--- src/rtl/mtbc_pkg.sv ---
// Shared types, constants and cell-level functions of the Mantis cipher datapath.
package mtbc_pkg;

	// Four row words of sixteen bits; row 0 holds bytes 0 (low) and 1 (high).
	typedef logic [3:0][15:0] rows_t;

	// Control that travels with each word into a round stage.
	typedef struct packed {
		logic valid;
		logic active;
	} stage_ctl_t;

	// Configuration register indexes, taken from paddr[4:3].
	localparam logic [1:0] REG_K0     = 2'd0;
	localparam logic [1:0] REG_K1     = 2'd1;
	localparam logic [1:0] REG_K0P    = 2'd2;
	localparam logic [1:0] REG_ROUNDS = 2'd3;

	localparam logic [63:0] ALPHA = 64'h243F6A8885A308D3;

	localparam logic [63:0] ROUND_CONSTS [8] = '{
		64'h13198A2E03707344, 64'hA4093822299F31D0,
		64'h082EFA98EC4E6C89, 64'h452821E638D01377,
		64'hBE5466CF34E90C6C, 64'hC0AC29B7C97C50DD,
		64'h3F84D5B5B5470917, 64'h9216D5D98979FB1B
	};

	localparam logic [3:0] SBOX [16] = '{
		4'hC, 4'hA, 4'hD, 4'h3, 4'hE, 4'hB, 4'hF, 4'h7,
		4'h8, 4'h9, 4'h1, 4'h5, 4'h0, 4'h2, 4'h4, 4'h6
	};

	// Split a 64-bit value into row words, most significant byte first.
	function automatic rows_t split_rows(input logic [63:0] x);
		rows_t r;
		for (int i = 0; i < 4; i++) begin
			r[i][7:0]  = x[63-16*i -: 8];
			r[i][15:8] = x[55-16*i -: 8];
		end
		return r;
	endfunction

	// Inverse of split_rows.
	function automatic logic [63:0] join_rows(input rows_t r);
		logic [63:0] x;
		for (int i = 0; i < 4; i++) begin
			x[63-16*i -: 8] = r[i][7:0];
			x[55-16*i -: 8] = r[i][15:8];
		end
		return x;
	endfunction

	// S-box on all sixteen cells.
	function automatic rows_t sub_cells(input rows_t s);
		rows_t r;
		for (int i = 0; i < 4; i++) begin
			for (int n = 0; n < 4; n++) begin
				r[i][4*n +: 4] = SBOX[s[i][4*n +: 4]];
			end
		end
		return r;
	endfunction

	// Column mix: each row becomes the xor of the other three.
	function automatic rows_t mix(input rows_t s);
		rows_t r;
		r[0] = s[1] ^ s[2] ^ s[3];
		r[1] = s[0] ^ s[2] ^ s[3];
		r[2] = s[0] ^ s[1] ^ s[3];
		r[3] = s[0] ^ s[1] ^ s[2];
		return r;
	endfunction

	// Tweak permutation h.
	function automatic rows_t tweak_fwd(input rows_t t);
		rows_t r;
		r[1] = t[0];
		r[3] = t[2];
		r[0] = {t[3][15:8], t[1][15:12], t[1][3:0]};
		r[2] = {t[3][3:0], t[1][7:4], t[1][11:8], t[3][7:4]};
		return r;
	endfunction

	// Inverse tweak permutation.
	function automatic rows_t tweak_inv(input rows_t t);
		rows_t r;
		r[0] = t[1];
		r[2] = t[3];
		r[1] = {t[0][7:4], t[2][7:4], t[2][11:8], t[0][3:0]};
		r[3] = {t[0][15:8], t[2][3:0], t[2][15:12]};
		return r;
	endfunction

	// Cell permutation P.
	function automatic rows_t perm_fwd(input rows_t s);
		rows_t r;
		r[0] = {s[1][15:12], s[3][3:0], s[0][7:4], s[2][11:8]};
		r[1] = {s[3][7:4], s[1][11:8], s[2][15:12], s[0][3:0]};
		r[2] = {s[0][11:8], s[2][7:4], s[1][3:0], s[3][15:12]};
		r[3] = {s[2][3:0], s[0][15:12], s[3][11:8], s[1][7:4]};
		return r;
	endfunction

	// Inverse cell permutation.
	function automatic rows_t perm_inv(input rows_t s);
		rows_t r;
		r[0] = {s[3][11:8], s[2][15:12], s[0][7:4], s[1][3:0]};
		r[1] = {s[0][15:12], s[1][11:8], s[3][3:0], s[2][7:4]};
		r[2] = {s[1][7:4], s[0][3:0], s[2][11:8], s[3][15:12]};
		r[3] = {s[2][3:0], s[3][7:4], s[1][15:12], s[0][11:8]};
		return r;
	endfunction

endpackage

--- src/rtl/mtbc_middle.sv ---
// Middle layer stage of the Mantis pipeline: S-box, mix, S-box.
module mtbc_middle (
	input  logic            clk,
	input  logic            arst_n,
	input  logic            valid_in,
	input  mtbc_pkg::rows_t state_in,
	input  mtbc_pkg::rows_t tweak_in,
	output logic            valid_out,
	output mtbc_pkg::rows_t state_out,
	output mtbc_pkg::rows_t tweak_out
);

	logic            valid_s1;
	mtbc_pkg::rows_t state_s1;
	mtbc_pkg::rows_t tweak_s1;

	// Valid bit of the stage.
	always_ff @(posedge clk or negedge arst_n) begin
		if (!arst_n) begin
			valid_s1 <= 1'b0;
		end else begin
			valid_s1 <= valid_in;
		end
	end

	// The tweak rides along untouched.
	always_ff @(posedge clk) begin
		state_s1 <= mtbc_pkg::sub_cells(mtbc_pkg::mix(mtbc_pkg::sub_cells(state_in)));
		tweak_s1 <= tweak_in;
	end

	assign valid_out = valid_s1;
	assign state_out = state_s1;
	assign tweak_out = tweak_s1;

endmodule

--- config.mk ---
export PLATFORM = sky130hd
export DESIGN_NAME = mtbc_middle
export DESIGN_NICKNAME = d
export VERILOG_FILES = /design/src/rtl/mtbc_pkg.sv /design/src/rtl/mtbc_middle.sv
export SDC_FILE = /design/constraint.sdc
export NUM_CORES = 1
export LEC_CHECK = 0
export ABC_AREA = 1
export BUFFER_PORTS_ARGS = -buffer_cell sky130_fd_sc_hd__buf_2
export CORE_MARGIN = 3
export CORE_UTILIZATION = 50
export DETAILED_ROUTE_END_ITERATION = 8
export PLACE_DENSITY = 0.81
export SLEW_MARGIN = 20
export SYNTH_ARGS = -nofsm -noshare
export SYNTH_HDL_FRONTEND = slang
export SYNTH_SLANG_ARGS = --single-unit
--- constraint.sdc ---
create_clock -name clk -period 0.8 [get_ports clk]
set_input_delay 0.08 -clock clk [delete_from_list [all_inputs] [get_ports clk]]
set_output_delay 0.08 -clock clk [all_outputs]
set_load 0.01 [all_outputs]
==> flow_summary.yaml, run 1 <==
floorplan:
  row_count: 41
  start_util_pct: 52.2
  io-pin-count: 260
  die_w_um: 122
  die_h_um: 122
outcome:
  error_line: "[ERROR DPL-0038] Utilization greater than 100%, impossible to legalize"
  failing_step: "global routing"
  status: "aborted with a tool error"
logic_synthesis:
  syn_area_um2: 6750
  synth_area_leaders: "dfxtp_1 38%, nand2_1 32%, nand3_1 8.0%"
  yosysTopAreaCellShare_pct: 37.9
  synthFlopType: "dfxtp_1"
  synth_area_per_cell_um2: 5.98
  synth_cell_types: 24
  synth_seq_cells: 129
  seq_area_frac_synth_pct: 38.3
  async_reset_ff_share_pct: 0.775
  synth.largest_area_cell: "dfxtp_1"
  synth_nets: 1260
  synth_most_common_cell: "nand2_1"
  synth_cells: 1129
  synth_edf_count: 0
  ys_top_cells_by_count: "576 x nand2_1, 128 x dfxtp_1, 127 x inv_1"
  synth_warnings: 0
global_routing:
  grt_max_degree: 17
sta:
  worstEpCategory: "sequential cell input"
  worst_endpoint: "state_out[57]$_DFF_P_/D"
place:
  dpl.hpwl_um: 16400
  dp_cells: 1621
  gp_congestion: 0.913
  portBuffers: 259
clock_tree:
  cts_buffers: 17
  root_buffer: "clkbuf_16"
  clockBufferDepth: 2
  htreeDepth: 4
  cts_sinks: 129
## cell families after synthesis
group | after synthesis | share of synthesized area [%]
compound gates | 100 | 8.26
simple gates | 764 | 45.3
xor+xnor | 6 | 0.889
flops | 129 | 38.3
buf+inv | 130 | 7.22
## through the flow
stage | hold WS (ns) | instance area (µm²) | setup TNS [ns] | setup WS [ns]
2_1_floorplan | -0.216 | 7080 | -13.29 | -0.274
3_3_place_gp | -0.141 | 9050 | -30.13 | -0.534
3_5_place_dp | -0.142 | 9050 | -32.09 | -0.594
4_1_cts | 0.177 | 11500 | -19.09 | -0.192
## what timing repair did
action	4_1_cts
pin swaps	95
hold buffers	67
buffers inserted	16
endpoints found under the setup margin	192
hold endpoints to repair	66
gates resized for setup	339
==> inputs of run 2 (changes only) <==
Settings changed: CORE_UTILIZATION 50 to 40, PLACE_DENSITY 0.81 to default, PLACE_DENSITY_LB_ADDON from default to 0.15.
==> run 2 against run 1 <==
Against the previous run: the flow now finishes, with violations (setup timing); synthesized area is the same; synthesized cell count unchanged.
==> flow_summary.yaml, run 2 <==
floorplan:
  start_util_pct: 41.6
  io-pin-count: 260
  die_w_um: 136
  core_um2: 16200
  die_h_um: 136
  design.die.area_um2: 18500
  row_count: 46
clock_tree:
  htreeDepth: 4
  cts_tree: "built"
  cts.reportedPaths.clkPinSlew_ns: 0.07
  cts_buffers: 17
  root_buffer: "clkbuf_16"
  clockBufferDepth: 2
  cts_sinks: 129
place:
  portBuffers: 259
  gp_congestion: 0.888
  dpl.hpwl_um: 16500
sta:
  drv_slew: 0
  hold_violations: 0
  grt_setup_unrepaired: "yes"
  setup_ws_ns: -0.461
  min_period_ns: 1.26
  slew_headroom_pct: 77.7
  fin_crit_sh_pct: 158
  finalSetupViolCount: 186
  tightest_slew_ns: 0.331
  hold_ws_ns: 0.169
  clock.fmax_mhz: 793
layout:
  layout-drive-gt1-share_pct: 67.7
  final_nets: 1721
  area_growth_pct: 109
  layout_commonest_cell: "nand2_1"
  final_cell_mix: "267 x nand2_1, 216 x nand2_2, 120 x buf_2"
  fillers: 714
logic_synthesis:
  synth_seq_cells: 129
  yosysTopAreaCellShare_pct: 37.9
  synth.largest_area_cell: "dfxtp_1"
  synth_nets: 1260
  ys_top_cells_by_count: "576 x nand2_1, 128 x dfxtp_1, 127 x inv_1"
  async_reset_ff_share_pct: 0.775
  synth_most_common_cell: "nand2_1"
  synthFlopType: "dfxtp_1"
  synth_cells: 1129
  syn_area_um2: 6750
  synth_warnings: 0
  synth_cell_types: 24
  seq_area_frac_synth_pct: 38.3
  synth_edf_count: 0
  synth_area_leaders: "dfxtp_1 38%, nand2_1 32%, nand3_1 8.0%"
  synth_area_per_cell_um2: 5.98
pwr:
  seq_power_share_pct: 29.3
  p_leak_nw: 7.09
  p_clk_share_pct: 28.3
  worst_ir_drop_vdd_v: 0.00170
  p_per_area_nw_per_um2: 1990
  p_switching_mw: 11.2
  power_mw: 28.0
  comb_power_share_pct: 42.5
  swShare_pct: 39.8
  p_int_mw: 16.9
hold_path:
  hold_depth: 6
  min_path_type: "primary input to register"
job:
  cap_violations: 0
worst_setup_path:
  endpoint_kind: "register"
  path_class: "primary input to register"
  crit_path_start_kind: "primary input"
  crit_end: "state_out[24]"
  arrival_ns: 1.62
  path_max_fanout: 4
  crit_start: "state_in[41]"
  worstPathRequired_ns: 1.16
global_routing:
  overflow: 0
  grt_max_degree: 17
  grt_pass1_vias: 8141
  grt_pass1_wl_um: 37800
  antenna_found_initial: 1
  grt_use_total_pct: 25.5
drt:
  vias: 10300
  wl_per_cell_um: 20.6
  drt_wl_total_um: 37500
  drtAntennaViolNets: 0
  first_iter_violations: 1112
  viasPerCell: 5.66
  drcViolationCount: 0
  dr.pass1.iters: 9
outcome:
  status: "finished with violations"
  violations: "setup timing"
[run 2: critical path, cell delays in order]
cell and delay [ns]:
buf_8 0.08, clkinvlp_4 0.16, buf_4 0.20, a21boi_4 0.20
nand2_2 0.13, nand2_1 0.13, nand2_1 0.14, nand2_2 0.14
nand2_2 0.10, nand2_1 0.10, nand2_1 0.06, nand2_1 0.09
[run 2: metal layers]
layer	global-route usage, %	vias up	routed length (µm)	part of all wire [%]
met1	26.8	4734	12700	34
met2	48.5	807	17900	48
li1	-	4453	-	-
met3	6.62	315	3920	10
met5	0	-	14	0.037
met4	9.07	2	3020	8.0
[run 2: cell type report]
type | instances | area [µm²] | share of cell area (%)
tap | 216 | 270 | 1.92
clock buffer | 17 | 425 | 3.01
multi-input combinational | 870 | 6170 | 43.7
clock inverter | 15 | 165 | 1.17
timing repair buffer | 442 | 3800 | 27.0
sequential | 129 | 2700 | 19.1
inverter | 130 | 571 | 4.04
antenna | 2 | 5.00 | 0.0355
[run 2: what timing repair did]
action	in CTS	in global routing
pin swaps	91	228
gates resized for setup	299	676
hold endpoints to repair	66	0
hold buffers	67	0
endpoints found under the setup margin	190	193
buffers inserted	9	41
gates cloned	0	0
[run 2: power groups by stage]
stage                     Sequential (mW)  Clock, mW  Combinational [mW]
final                                8.20       7.93                11.9
after global routing                 8.25       8.13                12.5
after CTS                            7.87       7.70                7.93
after detailed placement             7.85          0                6.66
after global placement               7.85          0                6.59
after floorplan                      8.41          0                3.41
[run 2: how the worst min path moves through the flow]
stage / startpoint / to / slack, ns
after CTS: state_in[48] / state_out[33] / 0.17
final: state_in[48] / state_out[17] / 0.17
after global routing: state_in[48] / state_out[17] / 0.20
after detailed placement: arst_n / valid_out / -0.14
after floorplan: arst_n / valid_out / -0.22
after global placement: arst_n / valid_out / -0.15
[run 2: cell families after synthesis]
| kind of cell | share of synthesized area [%] |
|---|---|
| AO/OA/AOI/OAI | 8.26 |
| XOR/XNOR | 0.889 |
| AND/OR/NAND/NOR | 45.3 |
| flip-flops | 38.3 |
| buffers and inverters | 7.22 |
[run 2: metrics by stage]
step | utilization, % | setup WS, ns | cells | TNS, ns | cell area (µm²)
after floorplan | - | -0.274 | 1129 | -13.29 | 7080
after global placement | 56.3 | -0.563 | 1670 | -31.26 | 9140
final | 86.9 | -0.461 | 1821 | -29.71 | 14100
after detailed placement | 56.3 | -0.578 | 1670 | -32.58 | 9140
after global routing | 86.9 | -0.508 | 1819 | -33.83 | 14100
after CTS | 70.5 | -0.206 | 1778 | -19.86 | 11400
(Power assumes the default switching activity.)
