### config.mk
export PLATFORM = sky130hd
export DESIGN_NAME = mtbc_fwd_round
export DESIGN_NICKNAME = d
export VERILOG_FILES = /design/src/rtl/mtbc_pkg.sv /design/src/rtl/mtbc_fwd_round.sv
export SDC_FILE = /design/constraint.sdc
export NUM_CORES = 1
export LEC_CHECK = 0
export BUFFER_PORTS_ARGS = -buffer_cell sky130_fd_sc_hd__buf_2
export CORE_UTILIZATION = 45
export CTS_BUF_LIST = sky130_fd_sc_hd__clkbuf_2
export CTS_CLUSTER_DIAMETER = 120
export DETAILED_ROUTE_END_ITERATION = 10
export PLACE_DENSITY = 0.79
export SETUP_SLACK_MARGIN = 0.05
export SYNTH_ARGS = -nofsm -noshare
export SYNTH_HDL_FRONTEND = slang
export SYNTH_SLANG_ARGS = --single-unit
### constraint.sdc
create_clock -name clk -period 0.8 [get_ports clk]
set_input_delay 0.16 -clock clk [delete_from_list [all_inputs] [get_ports clk]]
set_output_delay 0.16 -clock clk [all_outputs]
set_load 0.05 [all_outputs]
### src/rtl/mtbc_pkg.sv
// Shared types, constants and cell-level functions of the Mantis cipher datapath.
package mtbc_pkg;

	// Four row words of sixteen bits; row 0 holds bytes 0 (low) and 1 (high).
	typedef logic [3:0][15:0] rows_t;

	// Control that travels with each word into a round stage.
	typedef struct packed {
		logic valid;
		logic active;
	} stage_ctl_t;

	// Configuration register indexes, taken from paddr[4:3].
	localparam logic [1:0] REG_K0     = 2'd0;
	localparam logic [1:0] REG_K1     = 2'd1;
	localparam logic [1:0] REG_K0P    = 2'd2;
	localparam logic [1:0] REG_ROUNDS = 2'd3;

	localparam logic [63:0] ALPHA = 64'h243F6A8885A308D3;

	localparam logic [63:0] ROUND_CONSTS [8] = '{
		64'h13198A2E03707344, 64'hA4093822299F31D0,
		64'h082EFA98EC4E6C89, 64'h452821E638D01377,
		64'hBE5466CF34E90C6C, 64'hC0AC29B7C97C50DD,
		64'h3F84D5B5B5470917, 64'h9216D5D98979FB1B
	};

	localparam logic [3:0] SBOX [16] = '{
		4'hC, 4'hA, 4'hD, 4'h3, 4'hE, 4'hB, 4'hF, 4'h7,
		4'h8, 4'h9, 4'h1, 4'h5, 4'h0, 4'h2, 4'h4, 4'h6
	};

	// Split a 64-bit value into row words, most significant byte first.
	function automatic rows_t split_rows(input logic [63:0] x);
		rows_t r;
		for (int i = 0; i < 4; i++) begin
			r[i][7:0]  = x[63-16*i -: 8];
			r[i][15:8] = x[55-16*i -: 8];
		end
		return r;
	endfunction

	// Inverse of split_rows.
	function automatic logic [63:0] join_rows(input rows_t r);
		logic [63:0] x;
		for (int i = 0; i < 4; i++) begin
			x[63-16*i -: 8] = r[i][7:0];
			x[55-16*i -: 8] = r[i][15:8];
		end
		return x;
	endfunction

	// S-box on all sixteen cells.
	function automatic rows_t sub_cells(input rows_t s);
		rows_t r;
		for (int i = 0; i < 4; i++) begin
			for (int n = 0; n < 4; n++) begin
				r[i][4*n +: 4] = SBOX[s[i][4*n +: 4]];
			end
		end
		return r;
	endfunction

	// Column mix: each row becomes the xor of the other three.
	function automatic rows_t mix(input rows_t s);
		rows_t r;
		r[0] = s[1] ^ s[2] ^ s[3];
		r[1] = s[0] ^ s[2] ^ s[3];
		r[2] = s[0] ^ s[1] ^ s[3];
		r[3] = s[0] ^ s[1] ^ s[2];
		return r;
	endfunction

	// Tweak permutation h.
	function automatic rows_t tweak_fwd(input rows_t t);
		rows_t r;
		r[1] = t[0];
		r[3] = t[2];
		r[0] = {t[3][15:8], t[1][15:12], t[1][3:0]};
		r[2] = {t[3][3:0], t[1][7:4], t[1][11:8], t[3][7:4]};
		return r;
	endfunction

	// Inverse tweak permutation.
	function automatic rows_t tweak_inv(input rows_t t);
		rows_t r;
		r[0] = t[1];
		r[2] = t[3];
		r[1] = {t[0][7:4], t[2][7:4], t[2][11:8], t[0][3:0]};
		r[3] = {t[0][15:8], t[2][3:0], t[2][15:12]};
		return r;
	endfunction

	// Cell permutation P.
	function automatic rows_t perm_fwd(input rows_t s);
		rows_t r;
		r[0] = {s[1][15:12], s[3][3:0], s[0][7:4], s[2][11:8]};
		r[1] = {s[3][7:4], s[1][11:8], s[2][15:12], s[0][3:0]};
		r[2] = {s[0][11:8], s[2][7:4], s[1][3:0], s[3][15:12]};
		r[3] = {s[2][3:0], s[0][15:12], s[3][11:8], s[1][7:4]};
		return r;
	endfunction

	// Inverse cell permutation.
	function automatic rows_t perm_inv(input rows_t s);
		rows_t r;
		r[0] = {s[3][11:8], s[2][15:12], s[0][7:4], s[1][3:0]};
		r[1] = {s[0][15:12], s[1][11:8], s[3][3:0], s[2][7:4]};
		r[2] = {s[1][7:4], s[0][3:0], s[2][11:8], s[3][15:12]};
		r[3] = {s[2][3:0], s[3][7:4], s[1][15:12], s[0][11:8]};
		return r;
	endfunction

endpackage

### src/rtl/mtbc_fwd_round.sv
// One forward round stage of the Mantis pipeline, bypassed when inactive.
module mtbc_fwd_round #(
	parameter int unsigned RC_IDX = 0
) (
	input  logic                clk,
	input  logic                arst_n,
	input  mtbc_pkg::stage_ctl_t ctl,
	input  mtbc_pkg::rows_t     state_in,
	input  mtbc_pkg::rows_t     tweak_in,
	input  mtbc_pkg::rows_t     round_key,
	output logic                valid_out,
	output mtbc_pkg::rows_t     state_out,
	output mtbc_pkg::rows_t     tweak_out
);

	logic            valid_s1;
	mtbc_pkg::rows_t state_s1;
	mtbc_pkg::rows_t tweak_s1;
	mtbc_pkg::rows_t tweak_nxt;
	mtbc_pkg::rows_t state_nxt;

	// Round function: tweak update, S-box, key and constant add, permute, mix.
	always_comb begin
		tweak_nxt = mtbc_pkg::tweak_fwd(tweak_in);
		state_nxt = mtbc_pkg::sub_cells(state_in)
			^ mtbc_pkg::split_rows(mtbc_pkg::ROUND_CONSTS[RC_IDX])
			^ round_key ^ tweak_nxt;
		state_nxt = mtbc_pkg::mix(mtbc_pkg::perm_fwd(state_nxt));
	end

	// Valid bit of the stage.
	always_ff @(posedge clk or negedge arst_n) begin
		if (!arst_n) begin
			valid_s1 <= 1'b0;
		end else begin
			valid_s1 <= ctl.valid;
		end
	end

	// Word registers; an inactive round passes the word through unchanged.
	always_ff @(posedge clk) begin
		if (ctl.active) begin
			state_s1 <= state_nxt;
			tweak_s1 <= tweak_nxt;
		end else begin
			state_s1 <= state_in;
			tweak_s1 <= tweak_in;
		end
	end

	assign valid_out = valid_s1;
	assign state_out = state_s1;
	assign tweak_out = tweak_s1;

endmodule

==> results of run 1 <==
synth_stat cells, drive strengths merged (16+ instances only):
library cell	number
a21oi	58
a22oi	16
xnor2	80
nor2	58
inv	31
xor2	48
xnor3	64
dfxtp	128
o22ai	16
mux2	103
o21ai	16
kinds of logic after synthesis:
family / count (synthesis) / share of synthesized area
xor+xnor: 192 / 0.3511
buf+inv: 52 / 0.02668
compound gates: 106 / 0.07774
simple gates: 59 / 0.02915
fa+ha+maj: 15 / 0.02157
mux: 103 / 0.1532
flops: 129 / 0.3406
metrics by stage:
step           instances  setup WS (ns)  instance area (um2)  utilization
3_5_place_dp        1374         -1.043                11640       0.7046
3_3_place_gp        1374         -1.043                11640       0.7046
2_1_floorplan        656        -0.7335                 8552            -
==> impl_metrics.ini, run 1 <==
[synthesis]
yosysWarnings = 0
syn_area_per_cell_um2 = 11.58
ys.flop_type = dfxtp_1
synth_top_area_share = 0.3373
syn_inst = 656
synth-edff-count = 0
async_flop_share = 0.007752
ys_ff_latch = 129
synth.distinct_cells = 23
netlist_area_um2 = 7597
yosysSeqAreaShare = 0.3406
synthTopCellsByArea = dfxtp_1 (34%), xnor3_1 (19%), mux2_2 (15%)
syn-num-nets = 852
synth.largest_area_cell = dfxtp_1

[die]
ios = 325
die_w_um = 131.9
start_util = 0.4598
rows = 47
die_h_um = 131.9

[cts]
cts_inserted_buffers = 17
post_cts_resized = 744
cts.sink_count = 129
cts_buffer_depth = 2
postCtsHoldBufs = 131
cts_setup_buffers = 42
h-tree-depth = 4
ctsRootBufferMaster = clkbuf_2

[outcome]
status = stopped before the end
stop_stage = clock tree synthesis (4_1_cts)
firstError = [ERROR DPL-0033] detailed placement checks failed during check placement.

[placement]
gp_congestion = 0.8941
dp_hpwl_um = 21800
io_buffers = 324
==> inputs of run 2 (changes only) <==
- CORE_UTILIZATION: 45 -> 34
- CTS_BUF_LIST: sky130_fd_sc_hd__clkbuf_2 -> not set
- CTS_CLUSTER_DIAMETER: 120 -> not set
- PLACE_DENSITY: 0.79 -> not set
- PLACE_DENSITY_LB_ADDON: not set -> 0.15
- SETUP_SLACK_MARGIN: 0.05 -> not set
- clock period: 0.8 -> 1 ns (I/O delays scaled with it)
==> run 2 against run 1 <==
The flow now finishes, with violations (negative setup slack); synthesized area stayed put; synthesized cell count unchanged.
==> impl_metrics.ini, run 2 <==
[synthesis]
synth.largest_area_cell = dfxtp_1
syn-num-nets = 852
yosysSeqAreaShare = 0.3406
synth-edff-count = 0
ys.flop_type = dfxtp_1
netlist_area_um2 = 7597
synth_top_area_share = 0.3373
yosysWarnings = 0
syn_area_per_cell_um2 = 11.58
yosys-top-cells-count = dfxtp_1 (128), mux2_2 (102), xnor2_1 (66)
async_flop_share = 0.007752
synth.distinct_cells = 23
syn_inst = 656
ys_ff_latch = 129
synthTopCellsByArea = dfxtp_1 (34%), xnor3_1 (19%), mux2_2 (15%)
yosysMostFrequentCell = dfxtp_1

[die]
start_util = 0.3471
die_w_um = 151.5
die_h_um = 151.5
dieArea_um2 = 22950
coreArea_um2 = 21890
rows = 54
ios = 325

[cells_and_area]
final_nets = 1440
layout_common_cells = buf_4 (207), buf_8 (131), buf_2 (127)
stdcell_count = 1541
drive_above_1_share = 0.8711
area_growth_syn_to_layout_pct = 114.1
final_common_cell = buf_4

[grt]
first_global_vias = 7263
grt_max_degree = 34
grt_pass1_wl_um = 41760
grt_usage = 0.2544
antenna_found_initial = 4
grt_overflow = 0

[power_and_ir_drop]
ir_drop_mv = 1.042
switchingPower_w = 0.01108
seqPwrFrac = 0.235
p_int_w = 0.01921
total_power_w = 0.03028
pwr-share-clk = 0.213
power_density_nw_per_um2 = 1861
switching_share = 0.3657
leakage_nw = 7.660
p_comb_frac = 0.552

[worst_setup_path]
path_class = input pin to register
critPathLaunch = state_in[27]
cp.arrival_ns = 1.59
critPathCaptureType = register
startpoint_type = input pin
critPathRequiredTime_ns = 1.31
critPathMaxFanout = 4

[outcome]
status = finished with violations
violations = negative setup slack

[timing]
tns_ns = -24.10
hold_viol_final = 0
final.min_clock_period_ns = 1.285
fin_ws_ns = -0.2848
slew_viol_final = 0
max_freq_mhz = 778.3
rsz0062_at_grt = true
relSlewSlack = 0.6682
worst_slew_pin_slew_ns = 0.4961
setup-violations-final = 193
fin_crit_sh = 1.285

[cts]
cts_inserted_buffers = 17
clkTransAtPathRegs_ns = 0.06
cts_buffer_depth = 2
cts_tree = yes
h-tree-depth = 4
ctsRootBufferMaster = clkbuf_16
cts.sink_count = 129

[placement]
dp_cells = 1437
dp_hpwl_um = 21980
gp_congestion = 0.8287
dp_slack_ns = -0.8572
io_buffers = 324

[detailed_routing]
wirelength_um = 30210
drt-initial-drc-count = 216
via_per_inst = 4.641
drtAntennaViolNets = 0
drtPass1Iterations = 4
vias = 7152
wl_per_cell_um = 19.60
drc = 0

[flow_run]
maxCapViolCount = 0

[hold_path]
hp-start = tweak_in[3]
hp-class = input pin to register
## run 2: stage by stage
step	util	hold slack (ns)	cell area, um2
finish	0.7432	0.02420	16270
global route	0.7431	0.01533	16270
floorplan	-	-0.09559	8193
global placement	0.5259	-0.02526	11510
CTS	0.7011	0.009702	15350
detailed placement	0.5259	-0.02340	11510
## run 2: path summary, 6_finish.rpt
check,end,slack [ns],depth (start not counted)
max,state_out[57],-0.28,6
max in group asynchronous,valid_out,0.84,2
min in group asynchronous,valid_out,0.07,2
min,tweak_out[3],0.02,2
## run 2: power by group through the flow
stage                     Clock (W)  Combinational [W]  Sequential (W)
final                       0.00644             0.0167         0.00713
after CTS                   0.00653             0.0158         0.00707
after detailed placement          0             0.0124         0.00657
after global placement            0             0.0124         0.00658
after floorplan                   0            0.00496          0.0101
after global routing        0.00675             0.0174         0.00721
## run 2: layout make-up
cell class / count / area [um2]
multi-input cells: 475 / 6571
repair buffers: 590 / 5859
fillers: 1390 / 5622
flip-flops and latches: 129 / 2749
clock buffers: 18 / 439.2
well taps: 280 / 350.3
clock inverters: 14 / 153.9
inverters: 31 / 136.4
diodes: 4 / 10.01
## run 2: worst max-delay path, cell delays in order
cell and delay [ns]:
buf_8 0.09, inv_2 0.03, maj3_2 0.34, xnor2_4 0.21, xnor3_1 0.45, mux2_4 0.27
## run 2: kinds of logic (layout without fill, tap and decap cells)
logic type,Yosys count,in the layout,share of synthesized area
xor gates and xnor gates,192,192,0.3511
DFF,129,129,0.3406
AOI/OAI and AO/OA,106,106,0.07774
muxes,103,103,0.1532
and+or+nand+nor,59,59,0.02915
buffers and inverters,52,653,0.02668
adders and majority gates,15,15,0.02157
other,0,4,0
## run 2: what timing repair did
| item | 4_1_cts | 5_1_grt |
|---|---|---|
| setup buffers | 52 | 29 |
| hold endpoints to repair | 2 | 0 |
| endpoints found under the setup margin | 193 | 193 |
| gates resized for setup | 838 | 159 |
| pin swaps | 175 | 78 |
| hold buffers | 2 | 0 |
## run 2: metal layers
| layer | GRT usage | wire length, um | vias up | share of wire |
|---|---|---|---|---|
| met4 | 0.08050 | 544 | 0 | 0.018 |
| met2 | 0.4511 | 15750 | 233 | 0.52 |
| met5 | 0 | 0 | - | 0 |
| li1 | - | - | 3440 | - |
| met1 | 0.3051 | 12180 | 3454 | 0.40 |
| met3 | 0.05389 | 1735 | 25 | 0.057 |
Power figures use the tool's default switching activity.
