## config.mk

```make
export PLATFORM = sky130hd
export DESIGN_NAME = mtbc_rev_round
export DESIGN_NICKNAME = d
export VERILOG_FILES = /design/src/rtl/mtbc_pkg.sv /design/src/rtl/mtbc_rev_round.sv
export SDC_FILE = /design/constraint.sdc
export NUM_CORES = 1
export LEC_CHECK = 0
export BUFFER_PORTS_ARGS = -buffer_cell sky130_fd_sc_hd__buf_2
export CORE_ASPECT_RATIO = 1.75
export CORE_MARGIN = 5
export CORE_UTILIZATION = 52
export CTS_CLUSTER_SIZE = 24
export DETAILED_ROUTE_END_ITERATION = 12
export PLACE_DENSITY_LB_ADDON = 0.3
export SLEW_MARGIN = 40
export SYNTH_ARGS = -nofsm -noshare
export SYNTH_HDL_FRONTEND = slang
export SYNTH_SLANG_ARGS = --single-unit
```

## constraint.sdc

```tcl
create_clock -name clk -period 0.9 [get_ports clk]
set_clock_uncertainty 0.15 [all_clocks]
set_input_delay 0.09 -clock clk [delete_from_list [all_inputs] [get_ports clk]]
set_output_delay 0.09 -clock clk [all_outputs]
set_load 0.02 [all_outputs]
```

## src/rtl/mtbc_pkg.sv

```systemverilog
// Shared types, constants and cell-level functions of the Mantis cipher datapath.
package mtbc_pkg;

	// Four row words of sixteen bits; row 0 holds bytes 0 (low) and 1 (high).
	typedef logic [3:0][15:0] rows_t;

	// Control that travels with each word into a round stage.
	typedef struct packed {
		logic valid;
		logic active;
	} stage_ctl_t;

	// Configuration register indexes, taken from paddr[4:3].
	localparam logic [1:0] REG_K0     = 2'd0;
	localparam logic [1:0] REG_K1     = 2'd1;
	localparam logic [1:0] REG_K0P    = 2'd2;
	localparam logic [1:0] REG_ROUNDS = 2'd3;

	localparam logic [63:0] ALPHA = 64'h243F6A8885A308D3;

	localparam logic [63:0] ROUND_CONSTS [8] = '{
		64'h13198A2E03707344, 64'hA4093822299F31D0,
		64'h082EFA98EC4E6C89, 64'h452821E638D01377,
		64'hBE5466CF34E90C6C, 64'hC0AC29B7C97C50DD,
		64'h3F84D5B5B5470917, 64'h9216D5D98979FB1B
	};

	localparam logic [3:0] SBOX [16] = '{
		4'hC, 4'hA, 4'hD, 4'h3, 4'hE, 4'hB, 4'hF, 4'h7,
		4'h8, 4'h9, 4'h1, 4'h5, 4'h0, 4'h2, 4'h4, 4'h6
	};

	// Split a 64-bit value into row words, most significant byte first.
	function automatic rows_t split_rows(input logic [63:0] x);
		rows_t r;
		for (int i = 0; i < 4; i++) begin
			r[i][7:0]  = x[63-16*i -: 8];
			r[i][15:8] = x[55-16*i -: 8];
		end
		return r;
	endfunction

	// Inverse of split_rows.
	function automatic logic [63:0] join_rows(input rows_t r);
		logic [63:0] x;
		for (int i = 0; i < 4; i++) begin
			x[63-16*i -: 8] = r[i][7:0];
			x[55-16*i -: 8] = r[i][15:8];
		end
		return x;
	endfunction

	// S-box on all sixteen cells.
	function automatic rows_t sub_cells(input rows_t s);
		rows_t r;
		for (int i = 0; i < 4; i++) begin
			for (int n = 0; n < 4; n++) begin
				r[i][4*n +: 4] = SBOX[s[i][4*n +: 4]];
			end
		end
		return r;
	endfunction

	// Column mix: each row becomes the xor of the other three.
	function automatic rows_t mix(input rows_t s);
		rows_t r;
		r[0] = s[1] ^ s[2] ^ s[3];
		r[1] = s[0] ^ s[2] ^ s[3];
		r[2] = s[0] ^ s[1] ^ s[3];
		r[3] = s[0] ^ s[1] ^ s[2];
		return r;
	endfunction

	// Tweak permutation h.
	function automatic rows_t tweak_fwd(input rows_t t);
		rows_t r;
		r[1] = t[0];
		r[3] = t[2];
		r[0] = {t[3][15:8], t[1][15:12], t[1][3:0]};
		r[2] = {t[3][3:0], t[1][7:4], t[1][11:8], t[3][7:4]};
		return r;
	endfunction

	// Inverse tweak permutation.
	function automatic rows_t tweak_inv(input rows_t t);
		rows_t r;
		r[0] = t[1];
		r[2] = t[3];
		r[1] = {t[0][7:4], t[2][7:4], t[2][11:8], t[0][3:0]};
		r[3] = {t[0][15:8], t[2][3:0], t[2][15:12]};
		return r;
	endfunction

	// Cell permutation P.
	function automatic rows_t perm_fwd(input rows_t s);
		rows_t r;
		r[0] = {s[1][15:12], s[3][3:0], s[0][7:4], s[2][11:8]};
		r[1] = {s[3][7:4], s[1][11:8], s[2][15:12], s[0][3:0]};
		r[2] = {s[0][11:8], s[2][7:4], s[1][3:0], s[3][15:12]};
		r[3] = {s[2][3:0], s[0][15:12], s[3][11:8], s[1][7:4]};
		return r;
	endfunction

	// Inverse cell permutation.
	function automatic rows_t perm_inv(input rows_t s);
		rows_t r;
		r[0] = {s[3][11:8], s[2][15:12], s[0][7:4], s[1][3:0]};
		r[1] = {s[0][15:12], s[1][11:8], s[3][3:0], s[2][7:4]};
		r[2] = {s[1][7:4], s[0][3:0], s[2][11:8], s[3][15:12]};
		r[3] = {s[2][3:0], s[3][7:4], s[1][15:12], s[0][11:8]};
		return r;
	endfunction

endpackage

```

## src/rtl/mtbc_rev_round.sv

```systemverilog
// One reverse round stage of the Mantis pipeline, bypassed when inactive.
module mtbc_rev_round #(
	parameter int unsigned RC_IDX = 0
) (
	input  logic                clk,
	input  logic                arst_n,
	input  mtbc_pkg::stage_ctl_t ctl,
	input  mtbc_pkg::rows_t     state_in,
	input  mtbc_pkg::rows_t     tweak_in,
	input  mtbc_pkg::rows_t     round_key,
	output logic                valid_out,
	output mtbc_pkg::rows_t     state_out,
	output mtbc_pkg::rows_t     tweak_out
);

	logic            valid_s1;
	mtbc_pkg::rows_t state_s1;
	mtbc_pkg::rows_t tweak_s1;
	mtbc_pkg::rows_t state_nxt;

	// Inverse round: mix, inverse permute, key and constant add, S-box.
	always_comb begin
		state_nxt = mtbc_pkg::perm_inv(mtbc_pkg::mix(state_in))
			^ round_key ^ tweak_in
			^ mtbc_pkg::split_rows(mtbc_pkg::ROUND_CONSTS[RC_IDX]);
		state_nxt = mtbc_pkg::sub_cells(state_nxt);
	end

	// Valid bit of the stage.
	always_ff @(posedge clk or negedge arst_n) begin
		if (!arst_n) begin
			valid_s1 <= 1'b0;
		end else begin
			valid_s1 <= ctl.valid;
		end
	end

	// Word registers; the tweak is stepped back after its use.
	always_ff @(posedge clk) begin
		if (ctl.active) begin
			state_s1 <= state_nxt;
			tweak_s1 <= mtbc_pkg::tweak_inv(tweak_in);
		end else begin
			state_s1 <= state_in;
			tweak_s1 <= tweak_in;
		end
	end

	assign valid_out = valid_s1;
	assign state_out = state_s1;
	assign tweak_out = tweak_s1;

endmodule
```

==> results of run 1 <==
==> logic make-up after synthesis <==
group | Yosys count | synth area share
buffers and inverters | 25 | 0.0129
flip-flops | 129 | 0.350
XOR/XNOR | 182 | 0.345
AND/OR/NAND/NOR | 48 | 0.0352
AO/OA/AOI/OAI | 176 | 0.160
multiplexers | 64 | 0.0975
==> Yosys cell counts <==
library cell,count
mux2_2,64
buf_2,1
a221o_1,16
or2_2,16
and3_1,16
a31oi_1,16
a21o_1,16
o21ai_1,4
a21oi_1,32
o21bai_1,1
a22o_1,16
nor2_1,16
xor2_1,56
buf_1,5
dfxtp_1,128
clkinv_1,1
xnor2_1,56
clkbuf_1,18
xnor3_1,49
o21ai_0,43
o31ai_1,16
xor3_1,8
xor3_2,7
o2bb2ai_1,16
xnor2_2,6
dfrtp_1,1
==> stage by stage <==
step	cell area, um2	util	setup WS, ns	setup TNS, ns
after detailed placement	11200	0.806	-0.838	-60.32
after global placement	11200	0.806	-0.803	-58.78
after floorplan	8030	-	-0.515	-26.07
==> flow_metrics.tcl, run 1 <==
set metrics [dict create \
    post_cts_resized 646 \
    num_rows 57 \
    synth_top_area_share 0.347 \
    die_y_um 168 \
    netlist_instances 624 \
    dp_hpwl_um 24600 \
    cts_hold_buf 22 \
    syn_avg_cell_area_um2 11.9 \
    synth_area_leader_cell "dfxtp_1" \
    synth_area_mm2 0.00739 \
    htreeDepth 4 \
    dieWidth_um 100 \
    cts-root-buf "clkbuf_16" \
    synth_area_leaders "dfxtp_1, xnor3_1, mux2_2" \
    ys_ff_latch 129 \
    ys_types 26 \
    dpl.cell_count 1295 \
    haltStage "4_1_cts" \
    status "aborted with a tool error" \
    syn-num-nets 820 \
    io_buffer_count 324 \
    gp_congestion 0.999 \
    ys_seq_area_frac 0.350 \
    post-cts-setup-buffers 35 \
    clock_path_buffers 2 \
    initial_core_util 0.532 \
    clkSinkCount 129 \
    tool.error "[ERROR DPL-0038] Utilization greater than 100%, impossible to legalize" \
    cts_buffers 17 \
    ios 325 \
    synth_warnings 0 \
]
==> run 2, diff against run 1 <==
--- a/config.mk
+++ b/config.mk
@@ -6,12 +6,10 @@
 export NUM_CORES = 1
 export LEC_CHECK = 0
 export BUFFER_PORTS_ARGS = -buffer_cell sky130_fd_sc_hd__buf_2
-export CORE_ASPECT_RATIO = 1.75
 export CORE_MARGIN = 5
-export CORE_UTILIZATION = 52
-export CTS_CLUSTER_SIZE = 24
+export CORE_UTILIZATION = 40
 export DETAILED_ROUTE_END_ITERATION = 12
-export PLACE_DENSITY_LB_ADDON = 0.3
+export PLACE_DENSITY_LB_ADDON = 0.15
 export SLEW_MARGIN = 40
 export SYNTH_ARGS = -nofsm -noshare
 export SYNTH_HDL_FRONTEND = slang
==> run 2 against run 1 <==
The flow now finishes, with violations (negative hold slack, negative setup slack); synthesized cell count did not move; synthesized area did not move.
==> flow_metrics.tcl, run 2 <==
set metrics [dict create \
    status "finished with violations" \
    violations "negative hold slack, negative setup slack" \
    die_y_um 146 \
    synthFlopType "dfxtp_1" \
    netlist_instances 624 \
    path_clk_slew_ns 0.06 \
    rsz0062_at_grt "yes" \
    worstMarginPinSlew_ns 0.461 \
    dp_hpwl_um 23700 \
    grt_pass1_wl_um 49100 \
    clkSinkCount 129 \
    setup_tns_ns -41.66 \
    remaining_drc_errors 0 \
    final_common_cell "buf_4" \
    synth_top_area_share 0.347 \
    ys_seq_area_frac 0.350 \
    dieArea_mm2 0.0213 \
    cp-start-kind "input port" \
    core_mm2 0.0181 \
    synth_edf_count 0 \
    area_growth_pct 114 \
    routed_wl_um 36300 \
    critPathBufInv 1 \
    wl_per_cell_um 24.7 \
    cp_top_family "XOR/XNOR gates" \
    via_per_inst 5.34 \
    cpMaxStageDelayCell "xor3_2" \
    gp_congestion 0.892 \
    synth_area_leaders "dfxtp_1, xnor3_1, mux2_2" \
    grt_pass1_vias 8477 \
    cts_buffers 17 \
    combPwrFrac 0.503 \
    final.period_utilization 1.37 \
    maxCapViolations 0 \
    setup_ws_ns -0.337 \
    antenna_found_initial 3 \
    synth_commonest_cells "dfxtp_1, mux2_2, xnor2_1, xor2_1, xnor3_1" \
    num_rows 49 \
    drtIter0Drc 457 \
    pre_cts_ws_ns -0.789 \
    final_antenna_net_count 0 \
    ios 325 \
    holdWs_ns -0.179 \
    p_switching_mw 10.3 \
    synth_warnings 0 \
    irDropWorstVdd_uv 1740 \
    final_nets 1426 \
    dieWidth_um 146 \
    cp_max_fo 6 \
    slowest_delay_ns 0.49 \
    max_freq_ghz 0.808 \
    synth_area_mm2 0.00739 \
    hold_class "input port to register" \
    end_kind "register" \
    clkPwrFrac 0.247 \
    syn_avg_cell_area_um2 11.9 \
    clock_path_buffers 2 \
    track_usage 0.304 \
    setup_viol 193 \
    path_cells "buf_8, xor3_2, xnor2_4, o21ai_1, a221o_1" \
    ys_ff_latch 129 \
    seqPwrFrac 0.250 \
    io_buffer_count 324 \
    tritoncts "built" \
    total_leakage_power_nw 7.50 \
    grt_max_degree 43 \
    nFillCells 784 \
    htreeDepth 4 \
    synth_area_leader_cell "dfxtp_1" \
    arrival_ns 1.40 \
    fin_crit_ns 1.24 \
    path_class "input port to register" \
    overflow 0 \
    p_sw_frac 0.348 \
    ys_types 26 \
    final_cell_mix "buf_4, buf_6, dfxtp_2" \
    yosysMostFrequentCell "dfxtp_1" \
    async_flop_share 0.00775 \
    vias 7867 \
    p_int_mw 19.2 \
    initial_core_util 0.409 \
    finalHoldViolCount 99 \
    slew_viol_final 0 \
    syn-num-nets 820 \
    worstPathRequired_ns 1.06 \
    drt_first_pass_iters 5 \
    cts-root-buf "clkbuf_16" \
    max-slew-margin-rel 0.693 \
    power_density_mw_per_mm2 1870 \
    layout-drive-gt1-share 0.831 \
]
## run 2: cell counts after synthesis
No cell type changed its count.
## run 2: routing by layer
layer  GRT usage  up-vias  wire, um
met5           0        -        21
met4      0.0988        4      1260
met3      0.0884       89      2590
met2       0.572      386     19800
met1       0.327     3914     12700
li1            -     3474         -
## run 2: what timing repair did
item,4_1_cts,5_1_grt
setup buffers,39,31
pin swaps,151,121
setup endpoints to repair,193,195
resized for setup,628,175
hold endpoints to repair,118,101
hold buffers,15,1
## run 2: worst paths after layout
check	from	end	slack, ns	depth (start not counted)
max in group asynchronous	arst_n	valid_out$_DFF_PN0_	0.15	3
worst max-delay path	state_in[31]	state_out[30]$_DFF_P_	-0.34	5
min in group asynchronous	arst_n	valid_out$_DFF_PN0_	0.34	3
worst min-delay path	state_in[18]	state_out[18]$_DFF_P_	-0.18	2
## run 2: kinds of logic (layout without fill, tap and decap cells)
family                    Yosys count  in the layout  synth area share
xor gates and xnor gates          182            182             0.345
AOI/OAI and AO/OA                 176            176             0.160
muxes                              64             64            0.0975
and+or+nand+nor                    48             48            0.0352
buffers and inverters              25            644            0.0129
DFF                               129            129             0.350
other                               0              1                 0
## run 2: layout make-up
type / instances / area (um2) / area share
tap: 229 / 287 / 0.0181
timing repair buffer: 611 / 5540 / 0.351
antenna: 1 / 2.50 / 0.000158
clock inverter: 10 / 135 / 0.00855
inverter: 1 / 3.75 / 0.000238
sequential: 129 / 2750 / 0.174
clock buffer: 22 / 464 / 0.0294
multi-input combinational: 470 / 6620 / 0.419
## run 2: power groups by stage
stage                     registers [mW]  clock network [mW]  logic [mW]
after floorplan                     8.13                   0        4.51
after global placement              7.00                   0        9.72
after detailed placement            7.00                   0        9.83
after CTS                           7.31                7.25        12.8
after global routing                7.41                7.60        15.4
final                               7.36                7.30        14.8
## run 2: per-stage QoR
step / std cells / cell area [um2] / utilization / power, mW
4_1_cts: 1442 / 14600 / 0.810 / 27.4
6_report: 1473 / 15800 / 0.873 / 29.5
2_1_floorplan: 624 / 8030 / - / 12.6
5_1_grt: 1473 / 15800 / 0.873 / 30.4
3_5_place_dp: 1360 / 11400 / 0.629 / 16.8
3_3_place_gp: 1360 / 11400 / 0.629 / 16.7
(Power assumes the default switching activity.)
==> run 3, diff against run 2 <==
--- a/config.mk
+++ b/config.mk
@@ -5,11 +5,11 @@
 export SDC_FILE = /design/constraint.sdc
 export NUM_CORES = 1
 export LEC_CHECK = 0
-export BUFFER_PORTS_ARGS = -buffer_cell sky130_fd_sc_hd__buf_2
+export BUFFER_PORTS_ARGS = -buffer_cell sky130_fd_sc_hd__buf_4
 export CORE_MARGIN = 5
-export CORE_UTILIZATION = 40
+export CORE_UTILIZATION = 52
 export DETAILED_ROUTE_END_ITERATION = 12
-export PLACE_DENSITY_LB_ADDON = 0.15
+export PLACE_DENSITY = 0.86
 export SLEW_MARGIN = 40
 export SYNTH_ARGS = -nofsm -noshare
 export SYNTH_HDL_FRONTEND = slang
==> run 3 against run 2 <==
The run now fails in 4_1_cts; synthesized cell count did not move; synthesized area did not move.
==> flow_metrics.tcl, run 3 <==
set metrics [dict create \
    status "aborted with a tool error" \
    haltStage "4_1_cts" \
    tool.error "[ERROR DPL-0038] Utilization greater than 100%, impossible to legalize" \
    cts-root-buf "clkbuf_16" \
    ys_types 26 \
    ios 325 \
    num_rows 43 \
    synth_commonest_cells "dfxtp_1, mux2_2, xnor2_1, xor2_1, xnor3_1" \
    clkSinkCount 129 \
    cts_buffers 17 \
    synth_edf_count 0 \
    cts_hold_buf 22 \
    ys_ff_latch 129 \
    synth_area_mm2 0.00739 \
    yosysMostFrequentCell "dfxtp_1" \
    dpl.cell_count 1309 \
    synthFlopType "dfxtp_1" \
    synth_area_leaders "dfxtp_1, xnor3_1, mux2_2" \
    netlist_instances 624 \
    clock_path_buffers 2 \
    initial_core_util 0.531 \
    gp_congestion 0.945 \
    syn-num-nets 820 \
    dieWidth_um 129 \
    post_cts_resized 526 \
    post-cts-setup-buffers 44 \
    die_y_um 129 \
    synth_warnings 0 \
    ys_seq_area_frac 0.350 \
    io_buffer_count 324 \
    syn_avg_cell_area_um2 11.9 \
    async_flop_share 0.00775 \
    synth_area_leader_cell "dfxtp_1" \
    dp_hpwl_um 25900 \
    synth_top_area_share 0.347 \
    htreeDepth 4 \
    pre_cts_ws_ns -0.840 \
]
run 3: stage by stage:
| stage | instance area [um2] | hold WS [ns] |
|---|---|---|
| 3_3_place_gp | 12100 | -0.277 |
| 3_5_place_dp | 12100 | -0.279 |
| 2_1_floorplan | 8030 | -0.356 |
run 3: cells by family after synthesis:
group                     after synthesis  synth area share
muxes                                  64            0.0975
and+or+nand+nor                        48            0.0352
DFF                                   129             0.350
buffers and inverters                  25            0.0129
AOI/OAI and AO/OA                     176             0.160
xor gates and xnor gates              182             0.345
